[src/rtl/trsh_pkg.sv]
// ----------------------------------------------------------------------------
// trsh_pkg
// Shared types and constants of the triggered random sample-and-hold.
// ----------------------------------------------------------------------------
package trsh_pkg;

    localparam int unsigned DATA_W  = 32;
    localparam int unsigned SPAN_W  = DATA_W + 1;
    localparam int unsigned PROD_W  = 2 * SPAN_W;
    localparam int unsigned CFG_IDX_W = 1;

    localparam logic [DATA_W-1:0] TRIGGER_LEVEL = 32'h0001_0000;

    localparam logic [DATA_W-1:0] SEED_X = 32'd123456789;
    localparam logic [DATA_W-1:0] SEED_Y = 32'd362436069;
    localparam logic [DATA_W-1:0] SEED_Z = 32'd521288629;
    localparam logic [DATA_W-1:0] SEED_W = 32'd88675123;

    localparam logic [DATA_W-1:0] MIN_RESET = 32'hFFFF_0000;
    localparam logic [DATA_W-1:0] MAX_RESET = 32'h0001_0000;

    localparam int unsigned SHIFT_A = 11;
    localparam int unsigned SHIFT_B = 8;
    localparam int unsigned SHIFT_C = 19;

    localparam int unsigned QDEPTH  = 2;
    localparam int unsigned QPTR_W  = (QDEPTH > 1) ? $clog2(QDEPTH) : 1;
    localparam int unsigned QCNT_W  = $clog2(QDEPTH + 1);

    typedef enum logic [CFG_IDX_W-1:0] {
        CFG_MIN = 1'b0,
        CFG_MAX = 1'b1
    } cfg_idx_t;

    // word passed from the front to the back
    typedef struct packed {
        logic              trig;
        logic [DATA_W-1:0] rnd;
    } trsh_word_t;

    // queue push from the front toward the queue
    typedef struct packed {
        logic       push;
        trsh_word_t word;
    } trsh_push_t;

endpackage

[src/rtl/trsh_front.sv]
// ----------------------------------------------------------------------------
// trsh_front
// Accepts samples, detects the trigger level and steps the xorshift128
// generator on each trigger.
// ----------------------------------------------------------------------------
module trsh_front
(
    input  logic                         clk,
    input  logic                         rst_n,
    input  logic                         in_valid,
    input  logic [trsh_pkg::DATA_W-1:0]  in_data,
    input  logic                         q_full,
    output logic                         in_ready,
    output trsh_pkg::trsh_push_t         q_push
);
    import trsh_pkg::*;

    logic [DATA_W-1:0] x_reg, y_reg, z_reg, w_reg;
    logic [DATA_W-1:0] t_val, w_next;
    logic              accept;
    logic              trig;

    assign in_ready = !q_full;
    assign accept   = in_valid && !q_full;
    assign trig     = (in_data == TRIGGER_LEVEL);

    always_comb
    begin
        t_val  = x_reg ^ (x_reg << SHIFT_A);
        w_next = w_reg ^ (w_reg >> SHIFT_C) ^ t_val ^ (t_val >> SHIFT_B);
    end

    always_ff @(posedge clk or negedge rst_n)
    begin
        if (!rst_n)
        begin
            x_reg <= SEED_X;
            y_reg <= SEED_Y;
            z_reg <= SEED_Z;
            w_reg <= SEED_W;
        end
        else if (accept && trig)
        begin
            x_reg <= y_reg;
            y_reg <= z_reg;
            z_reg <= w_reg;
            w_reg <= w_next;
        end
    end

    assign q_push.push      = accept;
    assign q_push.word.trig = trig;
    assign q_push.word.rnd  = w_next;

endmodule

[src/rtl/trsh_queue.sv]
// ----------------------------------------------------------------------------
// trsh_queue
// Short FIFO between front and back; push and pop may share a cycle.
// ----------------------------------------------------------------------------
module trsh_queue
(
    input  logic                  clk,
    input  logic                  rst_n,
    input  trsh_pkg::trsh_push_t  q_push,
    input  logic                  pop,
    output logic                  full,
    output logic                  not_empty,
    output trsh_pkg::trsh_word_t  head
);
    import trsh_pkg::*;

    trsh_word_t          entry_reg [QDEPTH];
    logic [QPTR_W-1:0]   wr_ptr_reg, rd_ptr_reg;
    logic [QCNT_W-1:0]   count_reg, count_next;
    logic                do_pop;

    assign full      = (count_reg == QCNT_W'(QDEPTH));
    assign not_empty = (count_reg != '0);
    assign head      = entry_reg[rd_ptr_reg];
    assign do_pop    = pop && not_empty;

    function automatic logic [QPTR_W-1:0] ptr_inc(input logic [QPTR_W-1:0] p);
        ptr_inc = (p == QPTR_W'(QDEPTH - 1)) ? '0 : p + QPTR_W'(1);
    endfunction

    always_comb
    begin
        count_next = count_reg;
        if (q_push.push && !do_pop)
            count_next = count_reg + QCNT_W'(1);
        else if (!q_push.push && do_pop)
            count_next = count_reg - QCNT_W'(1);
    end

    always_ff @(posedge clk or negedge rst_n)
    begin
        if (!rst_n)
        begin
            wr_ptr_reg <= '0;
            rd_ptr_reg <= '0;
            count_reg  <= '0;
        end
        else
        begin
            count_reg <= count_next;
            if (q_push.push)
                wr_ptr_reg <= ptr_inc(wr_ptr_reg);
            if (do_pop)
                rd_ptr_reg <= ptr_inc(rd_ptr_reg);
        end
    end

    always_ff @(posedge clk)
    begin
        if (q_push.push)
            entry_reg[wr_ptr_reg] <= q_push.word;
    end

endmodule

[src/rtl/trsh_back.sv]
// ----------------------------------------------------------------------------
// trsh_back
// Scales the random word into [min, max), updates the held value and drives
// the output register.
// ----------------------------------------------------------------------------
module trsh_back
(
    input  logic                              clk,
    input  logic                              rst_n,
    input  logic                              cfg_we,
    input  logic [trsh_pkg::CFG_IDX_W-1:0]    cfg_index,
    input  logic [trsh_pkg::DATA_W-1:0]       cfg_data,
    input  logic                              q_not_empty,
    input  trsh_pkg::trsh_word_t              q_head,
    output logic                              q_pop,
    output logic                              out_valid,
    output logic [trsh_pkg::DATA_W-1:0]       out_data,
    input  logic                              out_ready
);
    import trsh_pkg::*;

    logic [DATA_W-1:0]        min_reg, max_reg;
    logic signed [SPAN_W-1:0] span;
    logic signed [PROD_W-1:0] prod;

    logic                     s1_valid_reg;
    logic                     s1_trig_reg;
    logic [DATA_W-1:0]        s1_off_reg;

    logic                     out_valid_reg;
    logic [DATA_W-1:0]        out_data_reg;
    logic [DATA_W-1:0]        hold_reg, hold_next;

    logic                     out_adv, s1_adv;

    assign out_adv = !out_valid_reg || out_ready;
    assign s1_adv  = !s1_valid_reg || out_adv;
    assign q_pop   = s1_adv && q_not_empty;

    assign span = $signed({max_reg[DATA_W-1], max_reg})
                - $signed({min_reg[DATA_W-1], min_reg});
    assign prod = span * $signed({1'b0, q_head.rnd});

    always_comb
    begin
        hold_next = hold_reg;
        if (s1_trig_reg)
            hold_next = min_reg + s1_off_reg;
    end

    always_ff @(posedge clk or negedge rst_n)
    begin
        if (!rst_n)
        begin
            min_reg <= MIN_RESET;
            max_reg <= MAX_RESET;
        end
        else if (cfg_we)
        begin
            unique case (cfg_idx_t'(cfg_index))
                CFG_MIN: min_reg <= cfg_data;
                CFG_MAX: max_reg <= cfg_data;
                default: ;
            endcase
        end
    end

    always_ff @(posedge clk or negedge rst_n)
    begin
        if (!rst_n)
        begin
            s1_valid_reg  <= 1'b0;
            out_valid_reg <= 1'b0;
            hold_reg      <= '0;
        end
        else
        begin
            if (s1_adv)
                s1_valid_reg <= q_not_empty;
            if (out_adv)
            begin
                out_valid_reg <= s1_valid_reg;
                if (s1_valid_reg)
                    hold_reg <= hold_next;
            end
        end
    end

    always_ff @(posedge clk)
    begin
        if (s1_adv)
        begin
            s1_trig_reg <= q_head.trig;
            s1_off_reg  <= prod[2*DATA_W-1:DATA_W];
        end
        if (out_adv && s1_valid_reg)
            out_data_reg <= hold_next;
    end

    assign out_valid = out_valid_reg;
    assign out_data  = out_data_reg;

endmodule

[src/rtl/triggered_random_sample_hold.sv]
// ----------------------------------------------------------------------------
// triggered_random_sample_hold
// Sample-and-hold of xorshift128 random values, loaded when the input sample
// equals +1.0 (Q16.16), scaled into the configured [min, max) range.
// ----------------------------------------------------------------------------
//  channel   dir  handshake               payload
//  s_axis    in   s_axis_tvalid/tready    tdata[31:0] = trigger_sample
//  m_axis    out  m_axis_tvalid/tready    tdata[31:0] = held_value
//  cfg       in   cfg_we                  cfg_index (0 min, 1 max), cfg_data
//
//  One word per clock sustained while m_axis_tready is high; from accept to m_axis
//  a word passes the front/queue, the multiply stage and the output register.
//  Generator steps in the front on an accepted trigger; the 33x33 multiply sets the stage.
//  Reset loads the fixed seeds, range -1.0..+1.0 and a held value of zero.
//  A two-word queue lets the front accept while the back is stalled.
// ----------------------------------------------------------------------------
module triggered_random_sample_hold
(
    input  logic                              clk,
    input  logic                              rst_n,
    input  logic                              s_axis_tvalid,
    output logic                              s_axis_tready,
    input  logic [trsh_pkg::DATA_W-1:0]       s_axis_tdata,   // [31:0] trigger_sample
    output logic                              m_axis_tvalid,
    input  logic                              m_axis_tready,
    output logic [trsh_pkg::DATA_W-1:0]       m_axis_tdata,   // [31:0] held_value
    input  logic                              cfg_we,
    input  logic [trsh_pkg::CFG_IDX_W-1:0]    cfg_index,
    input  logic [trsh_pkg::DATA_W-1:0]       cfg_data
);
    import trsh_pkg::*;

    trsh_push_t q_push;
    trsh_word_t q_head;
    logic       q_full, q_not_empty, q_pop;

    trsh_front u_front
    (
        .clk      (clk),
        .rst_n    (rst_n),
        .in_valid (s_axis_tvalid),
        .in_data  (s_axis_tdata),
        .q_full   (q_full),
        .in_ready (s_axis_tready),
        .q_push   (q_push)
    );

    trsh_queue u_queue
    (
        .clk       (clk),
        .rst_n     (rst_n),
        .q_push    (q_push),
        .pop       (q_pop),
        .full      (q_full),
        .not_empty (q_not_empty),
        .head      (q_head)
    );

    trsh_back u_back
    (
        .clk         (clk),
        .rst_n       (rst_n),
        .cfg_we      (cfg_we),
        .cfg_index   (cfg_index),
        .cfg_data    (cfg_data),
        .q_not_empty (q_not_empty),
        .q_head      (q_head),
        .q_pop       (q_pop),
        .out_valid   (m_axis_tvalid),
        .out_data    (m_axis_tdata),
        .out_ready   (m_axis_tready)
    );

endmodule
[config.mk]
export PLATFORM = sky130hd
export DESIGN_NAME = triggered_random_sample_hold
export DESIGN_NICKNAME = d
export VERILOG_FILES = /design/src/rtl/trsh_pkg.sv /design/src/rtl/trsh_front.sv /design/src/rtl/trsh_queue.sv /design/src/rtl/trsh_back.sv /design/src/rtl/triggered_random_sample_hold.sv
export SDC_FILE = /design/constraint.sdc
export NUM_CORES = 2
export LEC_CHECK = 0
export BUFFER_PORTS_ARGS = -buffer_cell sky130_fd_sc_hd__buf_2
export CAP_MARGIN = 20
export CORE_MARGIN = 5
export CORE_UTILIZATION = 42
export DETAILED_ROUTE_END_ITERATION = 8
export PLACE_DENSITY_LB_ADDON = 0.12
export SYNTH_ARGS = -nofsm -noshare
export SYNTH_HDL_FRONTEND = slang
export SYNTH_HIERARCHICAL = 1
export SYNTH_SLANG_ARGS = --single-unit
[constraint.sdc]
create_clock -name clk -period 13.95 [get_ports clk]
set_input_delay 2.79 -clock clk [delete_from_list [all_inputs] [get_ports clk]]
set_output_delay 2.79 -clock clk [all_outputs]
set_load 0.03 [all_outputs]
==> results.md <==
- Post-synth EDFFs: ~130
- Reg clk slew, reported paths: ~0.06 ns
- Drt wl/cell: 21.0 um
- # DRC: 0
- Grt ovf: 0
- Initial antenna violation count: 8
- CTS tree: built
- Fmax: roughly 80 MHz
- Crit path kind: flip-flop to flip-flop
- Slew headroom: 0.222
- Critical Path Max Stage Delay: 1.11 ns
- Main combinational cell family by area after synthesis: adder cells
- Wire length of the first global-routing pass: 237,000 um
- Synth Net Count: around 6,800
- Required time of the critical path: 14.29 ns
- Status: complete, no violations
- RD Place Congestion: 0.854
- Synth area leaders: fa_1, edfxtp_1, inv_1, dfrtp_1, and2_1
- Initial Util: 0.421
- CP Launch Type: flip-flop
- Synth Area in Adders: 0.449
- Vias in the first global route: 39,500
- Vias after detailed routing: 36,400
- HPWL after detailed placement: 112,000 um
- Final worst path period share: 0.872
- Die W: 373 um
- Mapped Area: about 55,000 sq um
- CTS resizes: 0
- GR Util All Layers: 0.223
- Yosys reg bits: about 360
- Crit path max fanout: 32
- Post-CTS setup buffer count: 0
- Yosys top cell by area: fa_1
- Mean Syn Cell Area: roughly 10 sq um
- Multiplexer area fraction after synthesis: 0.0497
- Setup Viol. Count Final: 0
- P&R area growth vs syn: 6.71%
- Setup Total Neg Slack: 0 ns
- Compound-Gate Fraction of Synth Area: 0.0541
- Synth Area in XOR/XNOR: 0.0374
- CTS Buffer Depth: 3
- DIE AREA: 139,000 sq um
- # IOs: about 100
- Crit path time final: 12.17 ns
- Hold_buf cts: 0
- Top-area cell type share of the netlist area: 0.390
- CP max-delay cell: fa_1
- Post-synth cell types: 85
- Root buf cell: clkbuf_16
- Most common cell after layout, fill and taps aside: fa_1
- CP arrival: between 10 and 15 ns
- Crit path top cell by count: fa_1
- Clock skew: 0.0272 ns
- Pre-antenna DRT Iters: 5
- CORE AREA: 131,000 sq um
- Layout cell share with drive strength beyond 1: 0.0975
- FFs w/ async S/R, synth: 0.637
- Final #Nets: 6,725
- Worst slew pin tran: 1.15 ns
- DRT antenna net count: 0
- Post-synthesis sequential area ratio: 0.177
- Simple-gate share of the synthesized area: 0.139
- RSZ-0062 raised after global routing: no
- CP Capture Type: flip-flop
- Vias per inst: 5.12
- Max_cap viols: 0
- Fin. Hold Viols: 0
- PortBufs: around 100
- Most frequent cells in the layout: fa_1, inv_1, and2_1, nand2_1, ha_1
- Row Count: 133
- Largest net degree at the start of global routing: 98
- Post-synthesis cell count: 5,417
- Htree depth: 2
- Die Y: 373 um
- CTS Sinks: 361
- Skew-Pair Late Insertion Delay: 0.60 ns
- Inserted Clock Buffers: 43
- Main synth FF type: dfrtp_1
- Synth Warn #: 6
- Routed wire length: 150,000 um
- Detailed router's first-iteration violation count: 2,184
- Max FFs per register: 66
- Max Transition Viols Final: 0
- Min-delay worst type: flip-flop to flip-flop
-- path summary, 6_finish.rpt --
kind                                                    to                            start  slack (ns)  depth (start not counted)
hold / removal             u_back/hold_reg[13]$_DFFE_PN0P_  u_back/hold_reg[13]$_DFFE_PN0P_        0.47                          2
hold reg to reg            u_back/hold_reg[13]$_DFFE_PN0P_  u_back/hold_reg[13]$_DFFE_PN0P_        0.47                          2
setup reg to reg           u_back/s1_off_reg[27]$_DFFE_PN_    u_back/max_reg[0]$_DFFE_PN0P_        1.78                         39
max in group asynchronous    u_front/x_reg[13]$_DFFE_PN0P_                            rst_n        9.47                          3
setup / recovery           u_back/s1_off_reg[27]$_DFFE_PN_    u_back/max_reg[0]$_DFFE_PN0P_        1.78                         39
min in group asynchronous  u_back/hold_reg[28]$_DFFE_PN0P_                            rst_n        2.17                          1
-- cell families (layout without fill, tap and decap cells) --
kind of cell | Yosys count | count (layout)
AND/OR/NAND/NOR | 1451 | 1451
flip-flops | 361 | 361
XOR/XNOR | 236 | 236
other | 0 | 5
adder cells (fa/ha/maj) | 1337 | 1337
buffers and inverters | 1343 | 1281
AO/OA/AOI/OAI | 455 | 455
multiplexers | 234 | 234
-- stage by stage --
| step | util | instance area [sq um] | worst slack, ns | std cells | hold slack, ns |
|---|---|---|---|---|---|
| floorplan | - | 55200 | 3.73 | 5417 | 0.442 |
| global placement | 0.438 | 57400 | 2.02 | 7029 | 0.455 |
| detailed placement | 0.438 | 57400 | 1.85 | 7030 | 0.460 |
| CTS | 0.450 | 58900 | 1.80 | 7109 | 0.474 |
| global route | 0.450 | 58900 | 1.13 | 7110 | 0.495 |
| finish | 0.450 | 58900 | 1.78 | 7115 | 0.472 |
-- synthesized netlist by cell type (all sizes together) (6+ instances only) --
master / instances
inv: 1030
nand4: 45
and2: 574
o21bai: 17
edfxtp: 131
o311a: 9
and3: 7
a21o: 43
a311oi: 6
nand2b: 35
nor2: 57
o311ai: 22
mux2: 232
a31oi: 40
ha: 260
a211o: 7
nor4: 13
o21a: 20
nand3: 17
nand2: 538
a211oi: 11
clkbuf: 279
a21oi: 102
o21ai: 125
buf: 33
dfstp: 78
o211ai: 7
fa: 1074
nor3: 21
xor2: 50
nand3b: 32
nor2b: 89
xnor2: 186
dfrtp: 152
-- area by class of cell --
type | instances | area [sq um]
Clock inverter | 14 | 239
Fill cell | 12600 | 72100
Multi-Input combinational cell | 3713 | 40500
Timing Repair Buffer | 171 | 1060
Clock buffer | 65 | 1260
Inverter | 1031 | 3870
Antenna cell | 5 | 12.5
Sequential cell | 361 | 9790
Tap cell | 1755 | 2200
-- worst max-delay path: cells and delay by family (launching register included) --
kind	cells	cell delay [ns]
fa+ha+maj	11	5.86
simple gates	6	0.86
compound gates	12	3.46
flops	1	0.37
xor+xnor	1	0.16
buf+inv	9	1.16
-- layer usage --
| layer | vias up | wire length, um | GRT usage |
|---|---|---|---|
| met5 | - | 0 | 0 |
| met4 | 0 | 3590 | 0.0518 |
| met3 | 186 | 5970 | 0.0220 |
| met2 | 733 | 71500 | 0.372 |
| met1 | 19100 | 68600 | 0.316 |
| li1 | 16400 | - | - |
Power is not shown: default switching activity piles up to over one toggle a cycle in this logic, so the estimate is an artifact.
